**src/rtl/srrw_pkg.sv**
```systemverilog
package srrw_pkg;

  localparam int WINDOW_MAX_DEF = 16;
  localparam int LEN_BITS       = 11;
  localparam int SEQ_W          = 32;
  localparam int PADDR_W        = 3;
  localparam int PDATA_W        = 32;
  localparam int WSIZE_W        = 5;

  // Arriving packet kinds.
  localparam logic [1:0] KIND_DATA  = 2'd0;
  localparam logic [1:0] KIND_EOF   = 2'd1;
  localparam logic [1:0] KIND_CKERR = 2'd2;
  localparam logic [1:0] KIND_OTHER = 2'd3;

  // Result kinds.
  localparam logic [1:0] RES_DELIVER = 2'd0;
  localparam logic [1:0] RES_RR      = 2'd1;
  localparam logic [1:0] RES_SREJ    = 2'd2;
  localparam logic [1:0] RES_EOF_ACK = 2'd3;

  // Register indexes, taken from paddr[2].
  localparam logic [0:0] REG_WINDOW_SIZE = 1'b0;
  localparam logic [0:0] REG_START_REPLY = 1'b1;

  typedef struct packed {
    logic [1:0]          packet_kind;
    logic [SEQ_W-1:0]    seq_num;
    logic [LEN_BITS-1:0] length;
    logic [SEQ_W-1:0]    payload_ref;
  } packet_t;

  typedef struct packed {
    logic [1:0]          result_kind;
    logic [SEQ_W-1:0]    result_seq;
    logic [LEN_BITS-1:0] result_length;
    logic [SEQ_W-1:0]    result_payload;
    logic [SEQ_W-1:0]    reply_seq;
    logic                last;
  } result_t;

endpackage

```
**src/rtl/srrw_ram.sv**
```systemverilog
module srrw_ram #(
  parameter int WIDTH = 8,
  parameter int DEPTH = 16,
  localparam int ADDR_W = (DEPTH > 1) ? $clog2(DEPTH) : 1
) (
  input  logic              clk,
  input  logic              we,
  input  logic [ADDR_W-1:0] waddr,
  input  logic [WIDTH-1:0]  wdata,
  input  logic [ADDR_W-1:0] raddr,
  output logic [WIDTH-1:0]  rdata
);

  logic [WIDTH-1:0] mem [DEPTH];

  always_ff @(posedge clk) begin
    if (we) begin
      mem[waddr] <= wdata;
    end
    rdata <= mem[raddr];
  end

endmodule

```
**src/rtl/selective_reject_receive_window.sv**
```systemverilog
// One item at a time; busy is high only while a data packet is worked. A late one runs
// the shared remainder unit, reads the next slot and picks the reply; an in-order one
// runs it, writes its slot, reads and checks each buffered packet it delivers, then
// picks the reply; one ahead of the expected number runs it, writes a lost marker, runs
// it again and stores the packet. Each result shows for one cycle on a strobe, and the
// receiver cannot hold them off. Reset (rst, synchronous) empties the table, expects one.
module selective_reject_receive_window
  import srrw_pkg::*;
#(
  parameter int WINDOW_MAX = WINDOW_MAX_DEF
) (
  input  logic                clk,
  input  logic                rst,
  input  logic                start,
  output logic                busy,
  input  packet_t             packet,
  output logic                result_strobe,
  output result_t             result,
  input  logic                psel,
  input  logic                penable,
  input  logic                pwrite,
  input  logic [PADDR_W-1:0]  paddr,
  input  logic [PDATA_W-1:0]  pwdata,
  output logic [PDATA_W-1:0]  prdata,
  output logic                pready
);

  // Width of a count that can hold the window size itself, and of a slot index.
  localparam int WIN_W    = $clog2(WINDOW_MAX + 1);
  localparam int IDX_W    = (WINDOW_MAX > 1) ? $clog2(WINDOW_MAX) : 1;
  // The remainder unit retires this many dividend bits per cycle.
  localparam int MOD_STEP = 4;
  localparam int MOD_CNT  = SEQ_W / MOD_STEP;
  localparam int MCNT_W   = $clog2(MOD_CNT);

  // Sequencer states.
  localparam logic [3:0] ST_IDLE     = 4'd0;
  localparam logic [3:0] ST_MOD      = 4'd1;
  localparam logic [3:0] ST_LOST_WR  = 4'd2;
  localparam logic [3:0] ST_AHEAD_WR = 4'd3;
  localparam logic [3:0] ST_INORD_WR = 4'd4;
  localparam logic [3:0] ST_RUN_RD   = 4'd5;
  localparam logic [3:0] ST_RUN_CHK  = 4'd6;
  localparam logic [3:0] ST_DEC_RD   = 4'd7;
  localparam logic [3:0] ST_DEC      = 4'd8;

  // One slot of the table: the sequence it holds, its length and payload handle.
  typedef struct packed {
    logic [SEQ_W-1:0]    seq;
    logic [LEN_BITS-1:0] len;
    logic [SEQ_W-1:0]    payload;
  } slot_t;

  logic [3:0]            state;
  logic [3:0]            ret_state;
  packet_t               pkt;
  logic [SEQ_W-1:0]      expected_seq;
  logic [SEQ_W-1:0]      highest_ready;
  logic [SEQ_W-1:0]      reply_counter;
  logic                  finished;
  logic [WSIZE_W-1:0]    window_size;
  logic [SEQ_W-1:0]      start_reply_seq;

  // Shared remainder unit.
  logic [SEQ_W-1:0]      mod_div;
  logic [SEQ_W-1:0]      mod_div_next;
  logic [WIN_W-1:0]      mod_rem;
  logic [WIN_W-1:0]      mod_rem_next;
  logic [MCNT_W-1:0]     mod_cnt;

  logic [IDX_W-1:0]      idx;
  logic [IDX_W-1:0]      idx_inc;
  logic [WIN_W-1:0]      run_cnt;
  logic [WIN_W-1:0]      eff_window;

  // Per-slot flags in flip-flops: the packet is buffered, and the entry was written.
  logic [WINDOW_MAX-1:0] full;
  logic [WINDOW_MAX-1:0] written;

  logic                  ram_we;
  slot_t                 ram_wdata;
  logic [$bits(slot_t)-1:0] ram_rdata;
  slot_t                 rd;
  logic                  accept;
  logic                  cfg_we;

  assign busy   = (state != ST_IDLE);
  assign accept = start && !busy;
  assign pready = 1'b1;
  assign cfg_we = psel && penable && pwrite;

  // A zero window acts as one slot; anything above the table depth acts as the depth.
  always_comb begin
    if (window_size == '0) begin
      eff_window = WIN_W'(1);
    end else if (32'(window_size) > 32'(WINDOW_MAX)) begin
      eff_window = WIN_W'(WINDOW_MAX);
    end else begin
      eff_window = WIN_W'(window_size);
    end
  end

  // Restoring remainder, MOD_STEP bits a cycle. The partial remainder stays below the
  // divisor, so a single compare and subtract per bit keeps it in range.
  always_comb begin
    logic [WIN_W:0]   t;
    logic [WIN_W-1:0] r;
    logic [SEQ_W-1:0] d;
    r = mod_rem;
    d = mod_div;
    for (int k = 0; k < MOD_STEP; k++) begin
      t = {r, d[SEQ_W-1]};
      d = {d[SEQ_W-2:0], 1'b0};
      if (t >= {1'b0, eff_window}) begin
        t = t - {1'b0, eff_window};
      end
      r = t[WIN_W-1:0];
    end
    mod_rem_next = r;
    mod_div_next = d;
  end

  // Slot of the next sequence number, wrapping at the window size.
  always_comb begin
    logic [WIN_W-1:0] t;
    t = WIN_W'(idx) + WIN_W'(1);
    idx_inc = (t == eff_window) ? '0 : t[IDX_W-1:0];
  end

  // An entry never written reads as all zero, as after reset.
  assign rd = written[idx] ? slot_t'(ram_rdata) : '0;

  // Table writes: a lost marker, or the arriving packet itself.
  always_comb begin
    ram_we    = 1'b0;
    ram_wdata = '{seq: pkt.seq_num, len: pkt.length, payload: pkt.payload_ref};
    case (state)
      ST_LOST_WR: begin
        ram_we    = 1'b1;
        ram_wdata = '{seq: expected_seq, len: '0, payload: '0};
      end
      ST_AHEAD_WR, ST_INORD_WR: begin
        ram_we = 1'b1;
      end
      default: begin
        ram_we = 1'b0;
      end
    endcase
  end

  srrw_ram #(
    .WIDTH ($bits(slot_t)),
    .DEPTH (WINDOW_MAX)
  ) u_slot_ram (
    .clk   (clk),
    .we    (ram_we),
    .waddr (idx),
    .wdata (ram_wdata),
    .raddr (idx),
    .rdata (ram_rdata)
  );

  always_ff @(posedge clk) begin
    if (rst) begin
      state           <= ST_IDLE;
      ret_state       <= ST_IDLE;
      expected_seq    <= SEQ_W'(1);
      highest_ready   <= '0;
      reply_counter   <= SEQ_W'(3);
      start_reply_seq <= SEQ_W'(3);
      window_size     <= WSIZE_W'(16);
      finished        <= 1'b0;
      full            <= '0;
      written         <= '0;
      result_strobe   <= 1'b0;
      mod_cnt         <= '0;
      run_cnt         <= '0;
    end else begin
      result_strobe <= 1'b0;
      case (state)
        ST_IDLE: begin
          if (accept) begin
            pkt <= packet;
            if (!finished) begin
              case (packet.packet_kind)
                KIND_EOF: begin
                  // Only an end of file at the expected number is answered; it stops
                  // the block for good.
                  if (packet.seq_num == expected_seq) begin
                    result_strobe <= 1'b1;
                    result        <= '{result_kind: RES_EOF_ACK, result_seq: expected_seq,
                                       result_length: '0, result_payload: '0,
                                       reply_seq: reply_counter, last: 1'b1};
                    finished      <= 1'b1;
                  end
                end
                KIND_DATA: begin
                  mod_rem <= '0;
                  mod_cnt <= '0;
                  state   <= ST_MOD;
                  if (packet.seq_num > expected_seq) begin
                    // Ahead: mark the expected slot lost first, then store the packet.
                    mod_div   <= expected_seq;
                    ret_state <= ST_LOST_WR;
                  end else if (packet.seq_num == expected_seq) begin
                    mod_div   <= packet.seq_num;
                    ret_state <= ST_INORD_WR;
                  end else begin
                    // Late: only the reply decision on the following slot is needed.
                    mod_div   <= expected_seq + SEQ_W'(1);
                    ret_state <= ST_DEC_RD;
                  end
                end
                default: begin
                  // Checksum errors and other flags are dropped.
                end
              endcase
            end
          end
        end
        ST_MOD: begin
          mod_div <= mod_div_next;
          mod_rem <= mod_rem_next;
          mod_cnt <= mod_cnt + MCNT_W'(1);
          if (mod_cnt == MCNT_W'(MOD_CNT - 1)) begin
            idx   <= mod_rem_next[IDX_W-1:0];
            state <= ret_state;
          end
        end
        ST_LOST_WR: begin
          full[idx]    <= 1'b0;
          written[idx] <= 1'b1;
          mod_div      <= pkt.seq_num;
          mod_rem      <= '0;
          mod_cnt      <= '0;
          ret_state    <= ST_AHEAD_WR;
          state        <= ST_MOD;
        end
        ST_AHEAD_WR: begin
          full[idx]     <= 1'b1;
          written[idx]  <= 1'b1;
          result_strobe <= 1'b1;
          result        <= '{result_kind: RES_SREJ, result_seq: expected_seq,
                             result_length: '0, result_payload: '0,
                             reply_seq: reply_counter, last: 1'b1};
          reply_counter <= reply_counter + SEQ_W'(1);
          state         <= ST_IDLE;
        end
        ST_INORD_WR: begin
          full[idx]    <= 1'b1;
          written[idx] <= 1'b1;
          run_cnt      <= '0;
          state        <= ST_RUN_RD;
        end
        ST_RUN_RD: begin
          state <= ST_RUN_CHK;
        end
        ST_RUN_CHK: begin
          // Deliver the contiguous run, at most one window of slots.
          if ((run_cnt < eff_window) && (rd.seq == expected_seq) && full[idx]) begin
            result_strobe <= 1'b1;
            result        <= '{result_kind: RES_DELIVER, result_seq: expected_seq,
                               result_length: rd.len, result_payload: rd.payload,
                               reply_seq: '0, last: 1'b0};
            expected_seq  <= expected_seq + SEQ_W'(1);
            run_cnt       <= run_cnt + WIN_W'(1);
            idx           <= idx_inc;
            state         <= ST_RUN_RD;
          end else begin
            highest_ready <= expected_seq;
            idx           <= idx_inc;
            state         <= ST_DEC_RD;
          end
        end
        ST_DEC_RD: begin
          state <= ST_DEC;
        end
        ST_DEC: begin
          // SREJ when the next slot is a lost marker for the following number, else RR.
          result_strobe <= 1'b1;
          if ((rd.seq == expected_seq + SEQ_W'(1)) && !full[idx]) begin
            result <= '{result_kind: RES_SREJ, result_seq: expected_seq,
                        result_length: '0, result_payload: '0,
                        reply_seq: reply_counter, last: 1'b1};
          end else begin
            result        <= '{result_kind: RES_RR, result_seq: highest_ready,
                               result_length: '0, result_payload: '0,
                               reply_seq: reply_counter, last: 1'b1};
            reply_counter <= reply_counter + SEQ_W'(1);
          end
          state <= ST_IDLE;
        end
        default: begin
          state <= ST_IDLE;
        end
      endcase

      // Register writes must arrive only while the block is idle; the block does not enforce it.
      if (cfg_we) begin
        case (paddr[2:2])
          REG_WINDOW_SIZE: begin
            window_size <= pwdata[WSIZE_W-1:0];
          end
          REG_START_REPLY: begin
            start_reply_seq <= pwdata;
            reply_counter   <= pwdata;
          end
          default: begin
          end
        endcase
      end
    end
  end

  always_comb begin
    case (paddr[2:2])
      REG_WINDOW_SIZE: prdata = PDATA_W'(window_size);
      REG_START_REPLY: prdata = start_reply_seq;
      default:         prdata = '0;
    endcase
  end

endmodule

```
**config.mk**
```make
export PLATFORM = sky130hd
export DESIGN_NAME = selective_reject_receive_window
export DESIGN_NICKNAME = d
export VERILOG_FILES = /design/src/rtl/srrw_pkg.sv /design/src/rtl/srrw_ram.sv /design/src/rtl/selective_reject_receive_window.sv
export SDC_FILE = /design/constraint.sdc
export NUM_CORES = 2
export LEC_CHECK = 0
export BUFFER_PORTS_ARGS = -buffer_cell sky130_fd_sc_hd__buf_2
export CAP_MARGIN = 20
export CORE_MARGIN = 2
export CORE_UTILIZATION = 35
export DETAILED_ROUTE_END_ITERATION = 7
export GPL_TIMING_DRIVEN = 0
export PLACE_DENSITY = 0.54
export SLEW_MARGIN = 5
export SYNTH_ARGS = -nofsm -noshare
export SYNTH_HDL_FRONTEND = slang
export SYNTH_HIERARCHICAL = 1
export SYNTH_SLANG_ARGS = --single-unit
```
**constraint.sdc**
```tcl
create_clock -name clk -period 12.37 [get_ports clk]
set_clock_uncertainty 0.15 [all_clocks]
set_input_delay 0.6185 -clock clk [delete_from_list [all_inputs] [get_ports clk]]
set_output_delay 0.6185 -clock clk [all_outputs]
set_load 0.01 [all_outputs]
```
==> metrics.md <==
| Metric | Value |
|---|---|
| Fmax | `around 120 MHz` |
| Number of antenna violations at the first check in global routing | `26` |
| Share of the synthesized area in the top cell type | `62.2%` |
| Setup fix buffers added after clock tree synthesis | `0` |
| GR Util met1 | `27.5%` |
| Chip Height | `approximately 450 um` |
| Floorplan die width | `447 um` |
| Via count of the first global-routing pass | `about 42000` |
| Fin area | `~80000 um^2` |
| Final-layout fill cell count | `17500` |
| Worst hold slack after final layout | `121 ps` |
| Synthesized Nets | `roughly 4400` |
| Highest-utilization routing layer at the global route stage | `met2` |
| Synthesized instance count | `roughly 4200` |
| Terminus of the critical flop-to-flop path | `idx[3]` |
| Transition time at the pin with the least slew margin | `1270 ps` |
| Most area-consuming cells after synthesis | `sky130_fd_sc_hd__edfxtp_1, sky130_fd_sc_hd__mux4_2, sky130_fd_sc_hd__dfxtp_1` |
| FFs w/ async S/R, synth | `0%` |
| Min Tclk post-route | `roughly 8600 ps` |
| Most common library cell in the layout ignoring fill and taps | `sky130_fd_sc_hd__edfxtp_1` |
| Worst supply voltage drop on vdd | `roughly 0.12 mV` |
| Crit-path max cell delay | `500 ps` |
| Latest clock arrival within the worst-skew pair | `840 ps` |
| Global-route wire length before repair | `slightly below 300000 um` |
| Seq cells post-synth | `between 1500 and 2000` |
| Port Buffers | `roughly 260` |
| Clock-pin transition on the worst setup and hold timing paths | `approximately 70 ps` |
| Hold path startpoint | `pwdata[29]` |
| Layout overhead on the synthesized area | `19.5%` |
| Number of H-tree levels | `4` |
| Setup TNS after final layout | `0 ps` |
| ANT nets after route | `0` |
| Post-layout nets | `slightly above 5000` |
| Cell Area, Synth | `just under 70000 um^2` |
| Violations in the final reports | `design-rule violations` |
| Post-place instance area | `75300 um^2` |
| Number of max-slew violations in the final report | `0` |
| P per Cell Area | `146 nW/um^2` |
| Slack of the worst reg-to-reg path | `about 3800 ps` |
| Leading cell types in the layout, fill and taps excluded | `sky130_fd_sc_hd__edfxtp_1, sky130_fd_sc_hd__mux4_2, sky130_fd_sc_hd__buf_2` |
| R2r startpoint | `window_size[3]` |
| Cell chosen for the clock root | `sky130_fd_sc_hd__clkbuf_16` |
| Cell Rows | `~160` |
| Post-synth top flop | `sky130_fd_sc_hd__edfxtp_1` |
| Fraction of final layout cells sized beyond drive strength 1 | `between 20% and 30%` |
| DRC marker count from the first detailed-route iteration | `4256` |
| EDFF count, synth | `approximately 1400` |
| Overall overflow remaining after global route | `0` |
| Overall fraction of global-route tracks in use | `~20%` |
| Final routed wire length divided by cell count | `around 27 um` |
| Number of violations of the max-capacitance limit | `0` |
| Cell type with the highest occurrence count on the critical path | `sky130_fd_sc_hd__a21oi_1` |
| Hold path depth | `3` |
| Clock sink count | `about 1700` |
| Maximum number of pins on one net before global-route repair | `24` |
| Slew Limit Headroom | `between 10% and 20%` |
| FF/Latch Area | `around 48000 um^2` |
| TritonCTS clock tree | `yes` |
| Routed wire length | `between 200000 and 250000 um` |
| Vias after detailed routing | `roughly 42000` |
| Setup crit start kind | `register` |
| M2 GR Usage | `between 30% and 40%` |
| Max Fanout on Critical Path | `8` |
| Nature of the critical path endpoint | `register` |
| Number of placed I/O pins | `263` |
| Final Cycle Share | `approximately 70%` |
| Standard cell with the maximum stage delay on the critical path | `sky130_fd_sc_hd__fa_1` |
| Global placer's final weighted congestion | `0.951` |
| Met3 Use GR | `3.35%` |
| Post-synthesis cell type count | `90` |
| Count of warnings emitted by yosys | `6` |
| Number of buffers on the longest clock path | `3` |
| Outcome | `finished, violations left` |
| Critical path start-end classification | `register to register` |
| Worst EP arrival | `between 8000 and 9000 ps` |
| Avg Cell Area, Syn | `16.4 um^2` |
| CP Data Required Time | `between 10000 and 15000 ps` |
| Starting utilization of the core area | `between 30% and 40%` |
| Router iterations before antenna repair | `8` |
| Post-detail-place hpwl | `144000 um` |
| Most area-hungry cell type in the Yosys netlist | `sky130_fd_sc_hd__edfxtp_1` |
| Setup-failing EPs final | `0` |
| Total area of multi-input combinational cells | `approximately 19000 um^2` |
| Worst Reg-to-Reg Cells | `33` |
| Routed vias/inst | `approximately 5.5` |
| Share of synthesized area occupied by flip-flops and latches | `69.7%` |
| Static leakage | `~27 nW` |
| Setup repair after global routing missed its margin | `false` |
| Hold Path End | `start_reply_seq[29]` |
| Cts bufs inserted | `around 180` |
| Die Footprint | `around 200000 um^2` |
| Path class of the lowest-slack min-delay path | `primary input to register` |
| DRC viols | `6` |
| Core outline area | `roughly 200000 um^2` |
| Hold violation count in the final report | `0` |
-- through the flow --
stage | setup WS (ps) | power, mW | cells | util (%)
floorplan | 394 | 6.60 | 4207 | -
global placement | -8180 | 6.76 | 7089 | 37.6
detailed placement | 3820 | 6.77 | 7209 | 38.6
CTS | 3770 | 12.1 | 7645 | 42.1
global route | 3110 | 12.4 | 7649 | 42.1
finish | 3780 | 12.0 | 7652 | 42.1
-- layer usage --
| metal | routed length (um) | share of wire (%) |
|---|---|---|
| met2 | 99600 | 48 |
| met3 | 12700 | 6.2 |
| met1 | 87900 | 43 |
| met5 | 0 | 0 |
| met4 | 6260 | 3.0 |
-- sequential cells by signal (all words and copies together) (netlist names), 16 cells and up, named ones only --
name              flops
mod_div              32
result              110
written              16
u_slot_ram/rdata     75
expected_seq         32
highest_ready        32
u_slot_ram/mem     1200
pkt                  75
start_reply_seq      32
reply_counter        32
-- cell usage after synthesis (all sizes together), types with 28 or more instances --
library cell / instances
o21ai: 102
and3: 66
nor3: 49
nor2: 158
mux2i: 51
buf: 80
mux4: 306
and2: 65
a222oi: 29
a31oi: 28
xnor2: 76
nand4: 64
clkbuf: 204
edfxtp: 1426
or3: 28
a22oi: 166
inv: 85
a21oi: 149
ha: 65
mux2: 74
nor2b: 56
nand3: 88
dfxtp: 257
nand2: 217
-- worst max-delay path by stage --
stage / from / end / slack, ps / depth (start not counted)
2_1_floorplan: idx[1] / result[0] / 390 / 12
3_3_place_gp: idx[1] / result[66] / -8180 / 12
3_5_place_dp: idx[1] / result[66] / 3820 / 19
4_1_cts: window_size[3] / idx[3] / 3770 / 33
5_1_grt: window_size[3] / idx[3] / 3110 / 33
6_report: window_size[3] / idx[3] / 3780 / 33
-- power breakdown --
group | total (mW) | internal (mW) | switching (mW)
logic | 0.468 | 0.167 | 0.300
clock network | 5.34 | 3.05 | 2.28
registers | 6.22 | 6.19 | 0.0206
total | 12.0 | 9.41 | 2.60
-- logic make-up (layout without fill, tap and decap cells) --
logic type	after synthesis	after routing	share of synthesized area (%)
xor+xnor	86	86	1.15
simple gates	920	920	7.07
mux	431	431	12.1
flops	1683	1683	69.7
compound gates	644	644	6.36
fa+ha+maj	69	69	1.30
other cells	1	6	0.00545
buf+inv	373	1189	2.27
-- area by class of cell --
class	count	share of cell area [%]
Antenna cell	5	0.0152
Buffer	284	1.50
Clock buffer	247	5.88
Clock inverter	83	1.25
Inverter	89	0.406
Multi-Input combinational cell	2151	23.6
Sequential cell	1683	58.4
Tap cell	2624	3.99
Timing Repair Buffer	486	4.98
-- critical path, delay by kind of cell (launching register included) --
kind	cells	cell delay (ps)
simple gates	10	1850
fa+ha+maj	5	1820
flops	1	400
buf+inv	2	320
mux	3	1080
compound gates	13	2710
-- repair_timing --
item,CTS,global route
hold buffers,106,0
resized for setup,0,0
hold endpoints to repair,134,0
No activity file was read; power rests on OpenSTA's default activity.
